==> config.mk <==
export PLATFORM = sky130hd
export DESIGN_NAME = touch_sample_average_calibrate_top_flat
export DESIGN_NICKNAME = d
export VERILOG_FILES = /design/src/rtl/tsac_pkg.sv /design/src/rtl/tsac_if.sv /design/src/rtl/touch_sample_average_calibrate_top.sv /design/src/rtl/tsac_regs.sv /design/src/rtl/tsac_div.sv /design/src/rtl/tsac_dp.sv /design/src/rtl/tsac_ctrl.sv /design/src/flat_wrapper.sv
export SDC_FILE = /design/constraint.sdc
export NUM_CORES = 2
export LEC_CHECK = 0
export ABC_AREA = 0
export BUFFER_PORTS_ARGS = -buffer_cell sky130_fd_sc_hd__buf_2
export CORE_AREA = 5 5 315 317
export DETAILED_ROUTE_END_ITERATION = 7
export DIE_AREA = 0 0 320 322
export PLACE_DENSITY_LB_ADDON = 0.2
export SLEW_MARGIN = 20
export SYNTH_ARGS = -nofsm -noshare
export SYNTH_HDL_FRONTEND = slang
export SYNTH_SLANG_ARGS = --single-unit
export TNS_END_PERCENT = 1
==> constraint.sdc <==
create_clock -name i_clk -period 15 [get_ports i_clk]
set_input_delay 1.5 -clock i_clk [delete_from_list [all_inputs] [get_ports i_clk]]
set_output_delay 1.5 -clock i_clk [all_outputs]
set_load 0.01 [all_outputs]
==> src/rtl/tsac_pkg.sv <==
// Shared types, widths and constants of the touch sample averaging and calibration block.
package tsac_pkg;

    // Configuration port.
    localparam int ADDR_W = 5;
    localparam int DATA_W = 32;

    // Sample and result fields.
    localparam int WORD_W      = 16;
    localparam int FRAME_SHIFT = 3;
    localparam int RAW_W       = WORD_W - FRAME_SHIFT;
    localparam int OUT_W       = 16;

    // Register widths.
    localparam int THR_W  = 13;
    localparam int SIZE_W = 12;
    localparam int OFS_W  = 13;
    localparam int STR_W  = 16;
    localparam int ORI_W  = 2;

    // Group accumulation.
    localparam int SUM_W = 18;
    localparam int CNT_W = 5;

    // Constant divider: the raw full scale fits in the raw field width.
    localparam int DIV_W = RAW_W;

    // Scaling arithmetic. An average and an offset are both raw values, so the
    // offset distance never needs more than the raw width.
    localparam int Q14_SHIFT = 14;
    localparam int DIFF_W    = SUM_W + 1;
    localparam int MAG_W     = RAW_W;
    localparam int PROD1_W   = MAG_W + STR_W;
    localparam int PROD_W    = PROD1_W + SIZE_W;
    localparam int QUO_W     = PROD_W - Q14_SHIFT;
    localparam int SCL_W     = QUO_W + 2;

    localparam logic signed [SCL_W-1:0] SAT_MAX = SCL_W'(32767);
    localparam logic signed [SCL_W-1:0] SAT_MIN = -SCL_W'(32768);

    // Parameter defaults.
    localparam int SAMPLES_PER_GROUP_DEF = 8;
    localparam int RAW_FULL_SCALE_DEF    = 4095;

    // Register reset values.
    localparam logic [THR_W-1:0]  THR_RST    = '0;
    localparam logic [SIZE_W-1:0] WIDTH_RST  = SIZE_W'(320);
    localparam logic [SIZE_W-1:0] HEIGHT_RST = SIZE_W'(240);
    localparam logic [OFS_W-1:0]  OFS_RST    = '0;
    localparam logic [STR_W-1:0]  STR_RST    = STR_W'(16384);

    typedef enum logic [2:0] {
        REG_THRESH   = 3'd0,
        REG_WIDTH    = 3'd1,
        REG_HEIGHT   = 3'd2,
        REG_OFFSET_X = 3'd3,
        REG_OFFSET_Y = 3'd4,
        REG_STRETCH_X = 3'd5,
        REG_STRETCH_Y = 3'd6,
        REG_ORIENT   = 3'd7
    } t_reg_idx;

    typedef enum logic [ORI_W-1:0] {
        ORIENT_NONE    = 2'd0,
        ORIENT_MIRROR  = 2'd1,
        ORIENT_SWAP_MX = 2'd2,
        ORIENT_SWAP_MY = 2'd3
    } t_orient;

    typedef struct packed {
        logic [THR_W-1:0]  threshold;
        logic [SIZE_W-1:0] screen_width;
        logic [SIZE_W-1:0] screen_height;
        logic [OFS_W-1:0]  offset_x;
        logic [OFS_W-1:0]  offset_y;
        logic [STR_W-1:0]  stretch_x;
        logic [STR_W-1:0]  stretch_y;
        t_orient           orientation;
    } t_cfg;

    typedef enum logic [3:0] {
        OP_NONE,
        OP_ACC,
        OP_DIV_AVG,
        OP_CAP_AVG,
        OP_DIFF,
        OP_MUL_STR,
        OP_MUL_SIZE,
        OP_DIV_SCL,
        OP_CAP_SCL,
        OP_LOAD_OUT
    } t_dp_op;

    typedef enum logic [1:0] {
        SEL_P,
        SEL_X,
        SEL_Y
    } t_sel;

    typedef struct packed {
        t_dp_op op;
        t_sel   sel;
    } t_dp_cmd;

    typedef struct packed {
        logic last;
        logic reject;
        logic div_done;
        logic out_free;
    } t_dp_sts;

    typedef enum logic [3:0] {
        ST_IDLE,
        ST_AVG_GO,
        ST_AVG_WAIT,
        ST_CHECK,
        ST_DIFF,
        ST_MUL_STR,
        ST_MUL_SIZE,
        ST_SCL_GO,
        ST_SCL_WAIT,
        ST_FINISH
    } t_state;

endpackage

==> src/rtl/tsac_if.sv <==
// Handshake channel interfaces for touch samples and calibrated results.
interface tsac_smp_if import tsac_pkg::*; ();
    logic              valid;
    logic              ready;
    logic [WORD_W-1:0] pressure_word;
    logic [WORD_W-1:0] x_word;
    logic [WORD_W-1:0] y_word;
    logic              bus_error;

    modport source (output valid, pressure_word, x_word, y_word, bus_error, input ready);
    modport sink   (input valid, pressure_word, x_word, y_word, bus_error, output ready);
endinterface

interface tsac_res_if import tsac_pkg::*; ();
    logic                    valid;
    logic                    ready;
    logic                    touched;
    logic signed [OUT_W-1:0] screen_x;
    logic signed [OUT_W-1:0] screen_y;

    modport source (output valid, touched, screen_x, screen_y, input ready);
    modport sink   (input valid, touched, screen_x, screen_y, output ready);
endinterface

==> src/rtl/touch_sample_average_calibrate_top.sv <==
// Top level of the touch sample averaging and calibration block.
//
// The block takes touch-controller samples (pressure, x and y frame words plus a
// bus-error flag) one beat at a time, sums SAMPLES_PER_GROUP of them and, at the
// end of each group, delivers one result beat: not touched with zero coordinates
// if any sample of the group had a bus error or the averaged pressure is below the
// threshold, otherwise the offset-corrected, stretched, screen-scaled, oriented and
// saturated position. A sample that does not close a group is taken with no stall.
// The sample that closes a group is followed by group-end work (shorter for a
// rejected group) during which no sample is accepted. Each of the three averages
// passes through the shared constant divider (start, reciprocal multiply, capture),
// a check state tests the group, each axis takes an offset distance, two registered
// multiplies and a division by full scale, and a last state loads the result. The
// result sits in an output register, so the next group's samples are taken while it
// waits; only the end of the next group waits for the result to be taken, and that
// wait adds to the group-end work.
// Configuration is through an APB port with register i at byte address 4*i; writes
// are expected only while the block is idle.
module touch_sample_average_calibrate_top import tsac_pkg::*; #(
    parameter int SAMPLES_PER_GROUP = SAMPLES_PER_GROUP_DEF,
    parameter int RAW_FULL_SCALE    = RAW_FULL_SCALE_DEF
) (
    input  logic              i_clk,
    input  logic              i_rst_n,
    tsac_smp_if.sink          i_smp,
    tsac_res_if.source        o_res,
    input  logic              psel,
    input  logic              penable,
    input  logic              pwrite,
    input  logic [ADDR_W-1:0] paddr,
    input  logic [DATA_W-1:0] pwdata,
    output logic [DATA_W-1:0] prdata,
    output logic              pready
);

    t_cfg    cfg;
    t_dp_cmd dp_cmd;
    t_dp_sts dp_sts;
    logic    in_ready;

    assign i_smp.ready = in_ready;

    // Register file; values are held as masked to each register's width.
    tsac_regs u_regs (
        .i_clk   (i_clk),
        .i_rst_n (i_rst_n),
        .psel    (psel),
        .penable (penable),
        .pwrite  (pwrite),
        .paddr   (paddr),
        .pwdata  (pwdata),
        .prdata  (prdata),
        .pready  (pready),
        .o_cfg   (cfg)
    );

    // The controller accepts samples only in its idle state and walks the
    // group-end sequence with at most one datapath operation per state.
    tsac_ctrl u_ctrl (
        .i_clk      (i_clk),
        .i_rst_n    (i_rst_n),
        .i_in_valid (i_smp.valid),
        .i_sts      (dp_sts),
        .o_in_ready (in_ready),
        .o_cmd      (dp_cmd)
    );

    // The datapath holds the group sums, the shared divider, the scaling
    // multipliers and the result register that drives the output channel.
    tsac_dp #(
        .SAMPLES_PER_GROUP (SAMPLES_PER_GROUP),
        .RAW_FULL_SCALE    (RAW_FULL_SCALE)
    ) u_dp (
        .i_clk           (i_clk),
        .i_rst_n         (i_rst_n),
        .i_cmd           (dp_cmd),
        .i_cfg           (cfg),
        .i_pressure_word (i_smp.pressure_word),
        .i_x_word        (i_smp.x_word),
        .i_y_word        (i_smp.y_word),
        .i_bus_error     (i_smp.bus_error),
        .i_out_ready     (o_res.ready),
        .o_sts           (dp_sts),
        .o_out_valid     (o_res.valid),
        .o_touched       (o_res.touched),
        .o_screen_x      (o_res.screen_x),
        .o_screen_y      (o_res.screen_y)
    );

`ifndef SYNTHESIS
    // A rejected group always reports the origin.
    a_reject_zero: assert property (@(posedge i_clk) disable iff (!i_rst_n)
        (o_res.valid && !o_res.touched) |-> (o_res.screen_x == '0 && o_res.screen_y == '0))
        else $error("not-touched result carries nonzero coordinates");

    // The sums only move on an accepted sample beat.
    a_acc_on_beat: assert property (@(posedge i_clk) disable iff (!i_rst_n)
        (dp_cmd.op == OP_ACC) |-> (i_smp.valid && i_smp.ready))
        else $error("accumulation without an accepted sample beat");

    // A sample inside a group never stalls the next one.
    a_mid_group_ready: assert property (@(posedge i_clk) disable iff (!i_rst_n)
        (i_smp.valid && i_smp.ready && !dp_sts.last) |=> i_smp.ready)
        else $error("input stalled after a sample that did not close a group");

    // Loading a result always presents it on the output channel.
    a_load_shows: assert property (@(posedge i_clk) disable iff (!i_rst_n)
        (dp_cmd.op == OP_LOAD_OUT) |=> o_res.valid)
        else $error("loaded result not presented on the output channel");
`endif

endmodule

==> src/rtl/tsac_regs.sv <==
// APB configuration register file.
module tsac_regs import tsac_pkg::*; (
    input  logic              i_clk,
    input  logic              i_rst_n,
    input  logic              psel,
    input  logic              penable,
    input  logic              pwrite,
    input  logic [ADDR_W-1:0] paddr,
    input  logic [DATA_W-1:0] pwdata,
    output logic [DATA_W-1:0] prdata,
    output logic              pready,
    output t_cfg              o_cfg
);

    t_cfg     r_cfg;
    t_reg_idx idx;
    logic     wr_en;

    assign idx    = t_reg_idx'(paddr[ADDR_W-1:2]);
    assign wr_en  = psel && penable && pwrite;
    assign pready = 1'b1;
    assign o_cfg  = r_cfg;

    always_ff @(posedge i_clk) begin
        if (!i_rst_n) begin
            r_cfg.threshold     <= THR_RST;
            r_cfg.screen_width  <= WIDTH_RST;
            r_cfg.screen_height <= HEIGHT_RST;
            r_cfg.offset_x      <= OFS_RST;
            r_cfg.offset_y      <= OFS_RST;
            r_cfg.stretch_x     <= STR_RST;
            r_cfg.stretch_y     <= STR_RST;
            r_cfg.orientation   <= ORIENT_NONE;
        end else if (wr_en) begin
            case (idx)
                REG_THRESH:    r_cfg.threshold     <= pwdata[THR_W-1:0];
                REG_WIDTH:     r_cfg.screen_width  <= pwdata[SIZE_W-1:0];
                REG_HEIGHT:    r_cfg.screen_height <= pwdata[SIZE_W-1:0];
                REG_OFFSET_X:  r_cfg.offset_x      <= pwdata[OFS_W-1:0];
                REG_OFFSET_Y:  r_cfg.offset_y      <= pwdata[OFS_W-1:0];
                REG_STRETCH_X: r_cfg.stretch_x     <= pwdata[STR_W-1:0];
                REG_STRETCH_Y: r_cfg.stretch_y     <= pwdata[STR_W-1:0];
                REG_ORIENT:    r_cfg.orientation   <= t_orient'(pwdata[ORI_W-1:0]);
                default: begin
                end
            endcase
        end
    end

    always_comb begin
        case (idx)
            REG_THRESH:    prdata = DATA_W'(r_cfg.threshold);
            REG_WIDTH:     prdata = DATA_W'(r_cfg.screen_width);
            REG_HEIGHT:    prdata = DATA_W'(r_cfg.screen_height);
            REG_OFFSET_X:  prdata = DATA_W'(r_cfg.offset_x);
            REG_OFFSET_Y:  prdata = DATA_W'(r_cfg.offset_y);
            REG_STRETCH_X: prdata = DATA_W'(r_cfg.stretch_x);
            REG_STRETCH_Y: prdata = DATA_W'(r_cfg.stretch_y);
            REG_ORIENT:    prdata = DATA_W'(r_cfg.orientation);
            default:       prdata = '0;
        endcase
    end

endmodule

==> src/rtl/tsac_div.sv <==
// Constant divider for the group size and the raw full scale, by reciprocal multiplication.
module tsac_div import tsac_pkg::*; #(
    parameter int SAMPLES_PER_GROUP = SAMPLES_PER_GROUP_DEF,
    parameter int RAW_FULL_SCALE    = RAW_FULL_SCALE_DEF
) (
    input  logic             i_clk,
    input  logic             i_rst_n,
    input  logic             i_start,
    input  logic             i_scale,
    input  logic [QUO_W-1:0] i_dividend,
    output logic [QUO_W-1:0] o_quo,
    output logic             o_done
);

    // A reciprocal rounded up, with a shift of the dividend width plus the divisor
    // width, gives the exact floor for every dividend of that width. The full scale
    // is at least 255, so its reciprocal needs seven bits fewer than its shift.
    localparam int AVG_K = SUM_W + CNT_W;
    localparam int SCL_K = QUO_W + DIV_W;
    localparam int RCP_W = SCL_K - 7;
    localparam int PRD_W = QUO_W + RCP_W;
    localparam logic [RCP_W-1:0] AVG_RCP =
        RCP_W'(((64'd1 << AVG_K) + 64'(SAMPLES_PER_GROUP) - 64'd1) / 64'(SAMPLES_PER_GROUP));
    localparam logic [RCP_W-1:0] SCL_RCP =
        RCP_W'(((64'd1 << SCL_K) + 64'(RAW_FULL_SCALE) - 64'd1) / 64'(RAW_FULL_SCALE));

    logic             r_busy;
    logic             r_done;
    logic             r_scl;
    logic [QUO_W-1:0] r_num;
    logic [PRD_W-1:0] r_prod;
    logic [RCP_W-1:0] rcp;

    assign rcp    = r_scl ? SCL_RCP : AVG_RCP;
    assign o_quo  = r_scl ? QUO_W'(r_prod >> SCL_K) : QUO_W'(r_prod >> AVG_K);
    assign o_done = r_done;

    always_ff @(posedge i_clk) begin
        if (!i_rst_n) begin
            r_busy <= 1'b0;
            r_done <= 1'b0;
        end else begin
            r_busy <= i_start;
            r_done <= r_busy;
        end
    end

    // The operands are a quotient-wide dividend and a reciprocal-wide constant.
    always_ff @(posedge i_clk) begin
        if (i_start) begin
            r_num <= i_dividend;
            r_scl <= i_scale;
        end
        if (r_busy) begin
            r_prod <= PRD_W'(r_num) * PRD_W'(rcp);
        end
    end

endmodule

==> src/rtl/tsac_dp.sv <==
// Datapath: group sums, averages, scaling multiplies, orientation and result register.
module tsac_dp import tsac_pkg::*; #(
    parameter int SAMPLES_PER_GROUP = SAMPLES_PER_GROUP_DEF,
    parameter int RAW_FULL_SCALE    = RAW_FULL_SCALE_DEF
) (
    input  logic                    i_clk,
    input  logic                    i_rst_n,
    input  t_dp_cmd                 i_cmd,
    input  t_cfg                    i_cfg,
    input  logic [WORD_W-1:0]       i_pressure_word,
    input  logic [WORD_W-1:0]       i_x_word,
    input  logic [WORD_W-1:0]       i_y_word,
    input  logic                    i_bus_error,
    input  logic                    i_out_ready,
    output t_dp_sts                 o_sts,
    output logic                    o_out_valid,
    output logic                    o_touched,
    output logic signed [OUT_W-1:0] o_screen_x,
    output logic signed [OUT_W-1:0] o_screen_y
);

    logic [CNT_W-1:0]   r_cnt;
    logic [SUM_W-1:0]   r_psum, r_xsum, r_ysum;
    logic               r_err;
    logic [SUM_W-1:0]   r_pavg, r_xavg, r_yavg;
    logic               r_neg;
    logic [MAG_W-1:0]   r_mag;
    logic [PROD1_W-1:0] r_prod1;
    logic [PROD_W-1:0]  r_prod;
    logic signed [SCL_W-1:0] r_sx, r_sy;
    logic               r_out_valid;
    logic               r_touched;
    logic signed [OUT_W-1:0] r_screen_x, r_screen_y;

    logic               div_start;
    logic               div_scale;
    logic [QUO_W-1:0]   div_dividend;
    logic [QUO_W-1:0]   div_quo;
    logic               div_done;

    logic [SUM_W-1:0]   sum_sel;
    logic [SUM_W-1:0]   avg_sel;
    logic [OFS_W-1:0]   ofs_sel;
    logic [STR_W-1:0]   str_sel;
    logic [SIZE_W-1:0]  size_sel;
    logic signed [DIFF_W-1:0] diff;
    logic [DIFF_W-1:0]  diff_abs;
    logic signed [SCL_W-1:0]  scl_mag;
    logic signed [SCL_W-1:0]  w_s, h_s, ox, oy;
    logic               reject;

    function automatic logic signed [OUT_W-1:0] sat16(input logic signed [SCL_W-1:0] v);
        logic signed [OUT_W-1:0] r;
        if (v > SAT_MAX) begin
            r = SAT_MAX[OUT_W-1:0];
        end else if (v < SAT_MIN) begin
            r = SAT_MIN[OUT_W-1:0];
        end else begin
            r = v[OUT_W-1:0];
        end
        return r;
    endfunction

    tsac_div #(
        .SAMPLES_PER_GROUP (SAMPLES_PER_GROUP),
        .RAW_FULL_SCALE    (RAW_FULL_SCALE)
    ) u_div (
        .i_clk      (i_clk),
        .i_rst_n    (i_rst_n),
        .i_start    (div_start),
        .i_scale    (div_scale),
        .i_dividend (div_dividend),
        .o_quo      (div_quo),
        .o_done     (div_done)
    );

    // Operand selection.
    always_comb begin
        case (i_cmd.sel)
            SEL_P:   sum_sel = r_psum;
            SEL_X:   sum_sel = r_xsum;
            default: sum_sel = r_ysum;
        endcase
        if (i_cmd.sel == SEL_X) begin
            avg_sel  = r_xavg;
            ofs_sel  = i_cfg.offset_x;
            str_sel  = i_cfg.stretch_x;
            size_sel = i_cfg.screen_width;
        end else begin
            avg_sel  = r_yavg;
            ofs_sel  = i_cfg.offset_y;
            str_sel  = i_cfg.stretch_y;
            size_sel = i_cfg.screen_height;
        end
    end

    assign div_start = (i_cmd.op == OP_DIV_AVG) || (i_cmd.op == OP_DIV_SCL);
    assign div_scale = (i_cmd.op == OP_DIV_SCL);

    // The Q2.14 scale is dropped before dividing by full scale; nested floors keep it exact.
    always_comb begin
        if (i_cmd.op == OP_DIV_SCL) begin
            div_dividend = r_prod[PROD_W-1:Q14_SHIFT];
        end else begin
            div_dividend = QUO_W'(sum_sel);
        end
    end

    assign diff     = $signed({1'b0, avg_sel}) - $signed(DIFF_W'(ofs_sel));
    assign diff_abs = diff[DIFF_W-1] ? DIFF_W'(-diff) : DIFF_W'(diff);
    assign scl_mag  = $signed(SCL_W'(div_quo));

    assign w_s = $signed(SCL_W'(i_cfg.screen_width));
    assign h_s = $signed(SCL_W'(i_cfg.screen_height));

    always_comb begin
        case (i_cfg.orientation)
            ORIENT_NONE: begin
                ox = r_sx;
                oy = r_sy;
            end
            ORIENT_MIRROR: begin
                ox = w_s - r_sx;
                oy = h_s - r_sy;
            end
            ORIENT_SWAP_MX: begin
                ox = r_sy;
                oy = w_s - r_sx;
            end
            ORIENT_SWAP_MY: begin
                ox = h_s - r_sy;
                oy = r_sx;
            end
            default: begin
                ox = r_sx;
                oy = r_sy;
            end
        endcase
    end

    assign reject = r_err || (r_pavg < SUM_W'(i_cfg.threshold));

    assign o_sts.last     = (r_cnt == CNT_W'(SAMPLES_PER_GROUP - 1));
    assign o_sts.reject   = reject;
    assign o_sts.div_done = div_done;
    assign o_sts.out_free = !r_out_valid || i_out_ready;

    assign o_out_valid = r_out_valid;
    assign o_touched   = r_touched;
    assign o_screen_x  = r_screen_x;
    assign o_screen_y  = r_screen_y;

    // Group state and result valid.
    always_ff @(posedge i_clk) begin
        if (!i_rst_n) begin
            r_cnt       <= '0;
            r_psum      <= '0;
            r_xsum      <= '0;
            r_ysum      <= '0;
            r_err       <= 1'b0;
            r_out_valid <= 1'b0;
        end else begin
            if (i_cmd.op == OP_ACC) begin
                r_cnt  <= r_cnt + CNT_W'(1);
                r_psum <= r_psum + SUM_W'(i_pressure_word[WORD_W-1:FRAME_SHIFT]);
                r_xsum <= r_xsum + SUM_W'(i_x_word[WORD_W-1:FRAME_SHIFT]);
                r_ysum <= r_ysum + SUM_W'(i_y_word[WORD_W-1:FRAME_SHIFT]);
                r_err  <= r_err | i_bus_error;
            end else if (i_cmd.op == OP_LOAD_OUT) begin
                r_cnt  <= '0;
                r_psum <= '0;
                r_xsum <= '0;
                r_ysum <= '0;
                r_err  <= 1'b0;
            end
            if (i_cmd.op == OP_LOAD_OUT) begin
                r_out_valid <= 1'b1;
            end else if (i_out_ready) begin
                r_out_valid <= 1'b0;
            end
        end
    end

    // Arithmetic pipeline registers.
    always_ff @(posedge i_clk) begin
        case (i_cmd.op)
            OP_CAP_AVG: begin
                case (i_cmd.sel)
                    SEL_P:   r_pavg <= div_quo[SUM_W-1:0];
                    SEL_X:   r_xavg <= div_quo[SUM_W-1:0];
                    default: r_yavg <= div_quo[SUM_W-1:0];
                endcase
            end
            OP_DIFF: begin
                r_neg <= diff[DIFF_W-1];
                r_mag <= diff_abs[MAG_W-1:0];
            end
            OP_MUL_STR: begin
                r_prod1 <= PROD1_W'(r_mag) * PROD1_W'(str_sel);
            end
            OP_MUL_SIZE: begin
                r_prod <= PROD_W'(r_prod1) * PROD_W'(size_sel);
            end
            OP_CAP_SCL: begin
                if (i_cmd.sel == SEL_X) begin
                    r_sx <= r_neg ? -scl_mag : scl_mag;
                end else begin
                    r_sy <= r_neg ? -scl_mag : scl_mag;
                end
            end
            OP_LOAD_OUT: begin
                r_touched  <= !reject;
                r_screen_x <= reject ? '0 : sat16(ox);
                r_screen_y <= reject ? '0 : sat16(oy);
            end
            default: begin
            end
        endcase
    end

endmodule

==> src/rtl/tsac_ctrl.sv <==
// Controller: sequences accumulation, averaging, scaling and result loading.
module tsac_ctrl import tsac_pkg::*; (
    input  logic    i_clk,
    input  logic    i_rst_n,
    input  logic    i_in_valid,
    input  t_dp_sts i_sts,
    output logic    o_in_ready,
    output t_dp_cmd o_cmd
);

    t_state r_state, n_state;
    t_sel   r_sel, n_sel;

    always_ff @(posedge i_clk) begin
        if (!i_rst_n) begin
            r_state <= ST_IDLE;
            r_sel   <= SEL_P;
        end else begin
            r_state <= n_state;
            r_sel   <= n_sel;
        end
    end

    always_comb begin
        n_state    = r_state;
        n_sel      = r_sel;
        o_in_ready = 1'b0;
        o_cmd.op   = OP_NONE;
        o_cmd.sel  = r_sel;
        case (r_state)
            ST_IDLE: begin
                o_in_ready = 1'b1;
                if (i_in_valid) begin
                    o_cmd.op = OP_ACC;
                    if (i_sts.last) begin
                        n_sel   = SEL_P;
                        n_state = ST_AVG_GO;
                    end
                end
            end
            ST_AVG_GO: begin
                o_cmd.op = OP_DIV_AVG;
                n_state  = ST_AVG_WAIT;
            end
            ST_AVG_WAIT: begin
                if (i_sts.div_done) begin
                    o_cmd.op = OP_CAP_AVG;
                    case (r_sel)
                        SEL_P: begin
                            n_sel   = SEL_X;
                            n_state = ST_AVG_GO;
                        end
                        SEL_X: begin
                            n_sel   = SEL_Y;
                            n_state = ST_AVG_GO;
                        end
                        default: n_state = ST_CHECK;
                    endcase
                end
            end
            ST_CHECK: begin
                n_sel = SEL_X;
                if (i_sts.reject) begin
                    n_state = ST_FINISH;
                end else begin
                    n_state = ST_DIFF;
                end
            end
            ST_DIFF: begin
                o_cmd.op = OP_DIFF;
                n_state  = ST_MUL_STR;
            end
            ST_MUL_STR: begin
                o_cmd.op = OP_MUL_STR;
                n_state  = ST_MUL_SIZE;
            end
            ST_MUL_SIZE: begin
                o_cmd.op = OP_MUL_SIZE;
                n_state  = ST_SCL_GO;
            end
            ST_SCL_GO: begin
                o_cmd.op = OP_DIV_SCL;
                n_state  = ST_SCL_WAIT;
            end
            ST_SCL_WAIT: begin
                if (i_sts.div_done) begin
                    o_cmd.op = OP_CAP_SCL;
                    if (r_sel == SEL_X) begin
                        n_sel   = SEL_Y;
                        n_state = ST_DIFF;
                    end else begin
                        n_state = ST_FINISH;
                    end
                end
            end
            ST_FINISH: begin
                if (i_sts.out_free) begin
                    o_cmd.op = OP_LOAD_OUT;
                    n_state  = ST_IDLE;
                end
            end
            default: n_state = ST_IDLE;
        endcase
    end

endmodule

==> src/flat_wrapper.sv <==
// flat-port wrapper written by rule: the top's interface ports become plain ports
module touch_sample_average_calibrate_top_flat import tsac_pkg::*;
#(
    parameter int SAMPLES_PER_GROUP = SAMPLES_PER_GROUP_DEF,
    parameter int RAW_FULL_SCALE    = RAW_FULL_SCALE_DEF
)
  (i_clk, i_rst_n, psel, penable, pwrite, paddr, pwdata, prdata, pready, i_smp_valid, i_smp_pressure_word, i_smp_x_word, i_smp_y_word, i_smp_bus_error, i_smp_ready, o_res_valid, o_res_touched, o_res_screen_x, o_res_screen_y, o_res_ready);
  tsac_smp_if i_smp_i ();
  tsac_res_if o_res_i ();
  input  logic i_clk;
  input  logic i_rst_n;
  input  logic psel;
  input  logic penable;
  input  logic pwrite;
  input  logic [ADDR_W-1:0] paddr;
  input  logic [DATA_W-1:0] pwdata;
  output logic [DATA_W-1:0] prdata;
  output logic pready;
  input wire logic [$bits(i_smp_i.valid)-1:0] i_smp_valid;
  input wire logic [$bits(i_smp_i.pressure_word)-1:0] i_smp_pressure_word;
  input wire logic [$bits(i_smp_i.x_word)-1:0] i_smp_x_word;
  input wire logic [$bits(i_smp_i.y_word)-1:0] i_smp_y_word;
  input wire logic [$bits(i_smp_i.bus_error)-1:0] i_smp_bus_error;
  output wire logic [$bits(i_smp_i.ready)-1:0] i_smp_ready;
  output wire logic [$bits(o_res_i.valid)-1:0] o_res_valid;
  output wire logic [$bits(o_res_i.touched)-1:0] o_res_touched;
  output wire logic [$bits(o_res_i.screen_x)-1:0] o_res_screen_x;
  output wire logic [$bits(o_res_i.screen_y)-1:0] o_res_screen_y;
  input wire logic [$bits(o_res_i.ready)-1:0] o_res_ready;
  assign i_smp_i.valid = i_smp_valid;
  assign i_smp_i.pressure_word = i_smp_pressure_word;
  assign i_smp_i.x_word = i_smp_x_word;
  assign i_smp_i.y_word = i_smp_y_word;
  assign i_smp_i.bus_error = i_smp_bus_error;
  assign i_smp_ready = i_smp_i.ready;
  assign o_res_valid = o_res_i.valid;
  assign o_res_touched = o_res_i.touched;
  assign o_res_screen_x = o_res_i.screen_x;
  assign o_res_screen_y = o_res_i.screen_y;
  assign o_res_i.ready = o_res_ready;
  touch_sample_average_calibrate_top #(.SAMPLES_PER_GROUP(SAMPLES_PER_GROUP), .RAW_FULL_SCALE(RAW_FULL_SCALE)) u_core (.i_clk(i_clk), .i_rst_n(i_rst_n), .i_smp(i_smp_i), .o_res(o_res_i), .psel(psel), .penable(penable), .pwrite(pwrite), .paddr(paddr), .pwdata(pwdata), .prdata(prdata), .pready(pready));
endmodule
==> run summary <==
critical path type - register to register
worst min path class - register to register
Tcrit/Tclk final - 56.9%
Die Wd - 320 um
syn avg cell area - 9.14 sq um
die footprint - 103000 sq um
core area - 96000 sq um
vias in the first global route - 33800
total power - 4750 uW
post-DR wirelength/cell - 18.6 um
Post-Layout Inst Area - 49200 sq um
Leak - 0.0223 uW
Pins Over Slew Limit - 0
CTS buffer count - 50
overall global routing resource usage - 22.6%
Seq/Total Area, Yosys - 25.4%
Crit Reg-Reg Endpoint - u_core.u_dp.r_prod1[25]
Clock Pin Slew Worst Setup and Hold Paths - 0.06 ns
initial antenna violation count - 1
clk_skew - 0.0761 ns
Slew @ Worst Pin - 1.11 ns
max-cap check violation count - 0
Cell Count, Final, Fillers Out - 6303
Fmax - 0.117 GHz
CTS root buf - clkbuf_16
Via density - 5.48
clock period minus worst slack - 8.54 ns
dpl hpwl - 89.0 mm
placed instance area - 47400 sq um
I/O pins - 161
Syn Std Cell Area - 45700 sq um
post-synthesis cell type count - 89
synthesis warning total - 0
global route total overflow - 0
required time of the critical path - 15.33 ns
Post-synth top flop - edfxtp_1
met2 routed WL - 54.1 mm
routed wl met3 - 7.09 mm
ys async rst share - 0%
Setup crit start kind - register
post-CTS setup buffers - 0
placed insts - 6209
# diodes - 0
Critical Path Start - u_core.u_ctrl.r_sel[0]
FF-to-FF Start - u_core.u_ctrl.r_sel[0]
IO Port Bufs - 116
DRC - 6
Area Overhead vs Synth - 7.50%
WL met1 - 53.4 mm
critical path arrival - 8.87 ns
Initial Utilization - 47.6%
drt pass-1 iters - 8
maximum clock path buffer count - 3
fraction of layout cells with a size suffix above 1 - 6.88%
pin count of the biggest net entering global routing - 103
Top Layer Used - met5
routed wire length - 117 mm
Via Count - 34500
Core Rows - 114
Yosys reg bits - 442
# fillers - 8885
PD cells - 96.7 nW/um^2
setup violators final - 0
die height - 322 um
WHS - 0.465 ns
CTS Sinks - 442
final setup TNS - 0 ns
Critical Path Sink Type - register
R2R setup slack - 6.46 ns
htree depth - 2
post-CTS resize count - 0
DRT antenna net count - 0
first-pass GRT wire length - 188 mm
RSZ-0062 raised after global routing - false
Iter 0 DRT Violations - 2530
Nets - 5960
Post-synth EDFFs - 276
status - finished with violations
CTS tree - built
violated checks - design-rule violations
Reg2Reg Depth - 26
critical-path maximum fanout - 44
# hold bufs at CTS - 0
Hold Fails Final Rpt - 0
Slew HR - 25.7%
VDD IR max - 0.0861 mV
Setup crit end - u_core.u_dp.r_prod1[25]
Worst-Skew Late Latency - 0.65 ns
GP Congestion - 0.895
Syn Inst Count - 5004
==> metal layers <==
metal	vias to the layer above	track usage (%)
li1	16500	-
met1	16900	32.8
met2	1015	36.6
met3	138	2.76
met4	2	4.87
met5	-	0
==> metrics by stage <==
stage / setup slack, ns / utilization [%]
5_1_grt: 5.96 / 51.2
3_5_place_dp: 6.44 / 49.4
6_report: 6.46 / 51.2
3_3_place_gp: 6.56 / 49.4
2_1_floorplan: 7.78 / -
4_1_cts: 6.45 / 51.2
==> cell usage in the layout, fill, tap and decap left out, types with 58 or more instances in the layout <==
| master | instances |
|---|---|
| inv_1 | 653 |
| o21ai_0 | 173 |
| fa_1 | 466 |
| edfxtp_1 | 276 |
| a21boi_0 | 71 |
| and2_1 | 202 |
| ha_1 | 416 |
| nand2_1 | 771 |
| dfxtp_1 | 164 |
| nor2b_1 | 131 |
| xnor2_1 | 123 |
| buf_2 | 115 |
| nand3_1 | 74 |
| a21o_1 | 73 |
| a21oi_1 | 205 |
| xor2_1 | 58 |
| nor2_1 | 200 |
| mux2i_1 | 104 |
==> synthesized netlist by cell type (20+ instances only) <==
| library cell | instances | area share [%] |
|---|---|---|
| nor2b_1 | 132 | 1.8 |
| o21ai_0 | 176 | 1.9 |
| or3_1 | 28 | 0.38 |
| and2_1 | 203 | 2.8 |
| inv_1 | 653 | 5.4 |
| nor2_1 | 205 | 1.7 |
| mux2i_1 | 107 | 2.3 |
| a211oi_1 | 30 | 0.49 |
| xnor2_1 | 123 | 2.4 |
| nand2_1 | 771 | 6.3 |
| clkbuf_1 | 215 | 1.8 |
| nand4_1 | 21 | 0.29 |
| nand3_1 | 74 | 0.81 |
| fa_1 | 466 | 20 |
| edfxtp_1 | 276 | 18 |
| a21o_1 | 73 | 1.2 |
| a21oi_1 | 205 | 2.2 |
| a22oi_1 | 38 | 0.62 |
| o21a_1 | 26 | 0.43 |
| and3_1 | 25 | 0.34 |
| mux2_2 | 22 | 0.54 |
| nor3_1 | 58 | 0.63 |
| a21boi_0 | 71 | 1.2 |
| o211ai_1 | 27 | 0.44 |
| nand2b_1 | 33 | 0.45 |
| xor2_1 | 58 | 1.1 |
| buf_1 | 20 | 0.16 |
| dfxtp_1 | 166 | 7.3 |
| ha_1 | 416 | 11 |
| a31oi_1 | 27 | 0.37 |
==> cell families (layout without fill, tap and decap cells) <==
family / Yosys count / count (layout) / synth area share, %
multiplexers: 133 / 133 / 3.08
AO/OA/AOI/OAI: 828 / 828 / 11.9
flip-flops: 442 / 442 / 25.4
buffers and inverters: 915 / 910 / 7.70
adder cells (fa/ha/maj): 882 / 882 / 31.8
AND/OR/NAND/NOR: 1621 / 1621 / 16.7
other: 2 / 30 / 0.0164
XOR/XNOR: 181 / 181 / 3.47
==> final cells by class <==
cell class	instances	area [sq um]	share of cell area, %
repair buffers	160	913	1.86
flip-flops and latches	442	11600	23.6
well taps	1276	1600	3.25
clock inverters	36	433	0.881
inverters	656	2460	5.01
clock buffers	58	1320	2.69
multi-input cells	3675	30800	62.7
==> state kept, by name, indices dropped and copies added, names as in the netlist, 18 cells and up <==
signal and cells:
u_core.u_regs.o_cfg 97, u_core.u_dp.u_div.r_prod 33, u_core.u_dp.r_prod1 29, u_core.u_dp.r_sx 29
u_core.u_dp.r_sy 29, u_core.u_dp.r_prod 27, u_core.u_dp.u_div.r_num 27, u_core.u_dp.r_pavg 18
u_core.u_dp.r_psum 18, u_core.u_dp.r_xavg 18, u_core.u_dp.r_xsum 18, u_core.u_dp.r_yavg 18
u_core.u_dp.r_ysum 18
==> power breakdown <==
group	internal (uW)	switching, uW	total (uW)
combinational	774	1130	1910
sequential	1470	74.8	1540
clock	748	553	1300
total	2990	1760	4750
==> worst max-delay path: stages, from the launching register on <==
cell	delay [ns]
dfxtp_1	0.30
buf_4	0.38
nor2b_4	0.63
buf_4	0.66
nand2_1	0.11
nand2_1	0.51
nand2_1	0.17
fa_1	0.57
inv_1	0.06
fa_1	0.50
fa_1	0.52
inv_1	0.05
fa_1	0.47
fa_1	0.55
inv_1	0.04
ha_1	0.35
and4_1	0.22
a211oi_1	0.19
o21ai_0	0.21
a221o_1	0.39
o21ai_0	0.23
a21oi_1	0.20
a221o_1	0.37
a31oi_1	0.24
inv_1	0.06
a21oi_1	0.17
xnor2_1	0.10
==> worst min-delay path by stage <==
stage	startpoint	to	slack, ns	cells after the start
2_1_floorplan	u_core.u_dp.r_err	u_core.u_dp.r_err	0.44	2
3_3_place_gp	u_core.u_regs.o_cfg[96]	u_core.u_regs.o_cfg[96]	0.45	2
3_5_place_dp	u_core.u_regs.o_cfg[96]	u_core.u_regs.o_cfg[96]	0.46	2
4_1_cts	u_core.u_regs.o_cfg[96]	u_core.u_regs.o_cfg[96]	0.47	2
5_1_grt	u_core.u_regs.o_cfg[60]	u_core.u_regs.o_cfg[60]	0.49	2
6_report	u_core.u_regs.o_cfg[96]	u_core.u_regs.o_cfg[96]	0.46	2
(Power assumes the default switching activity.)
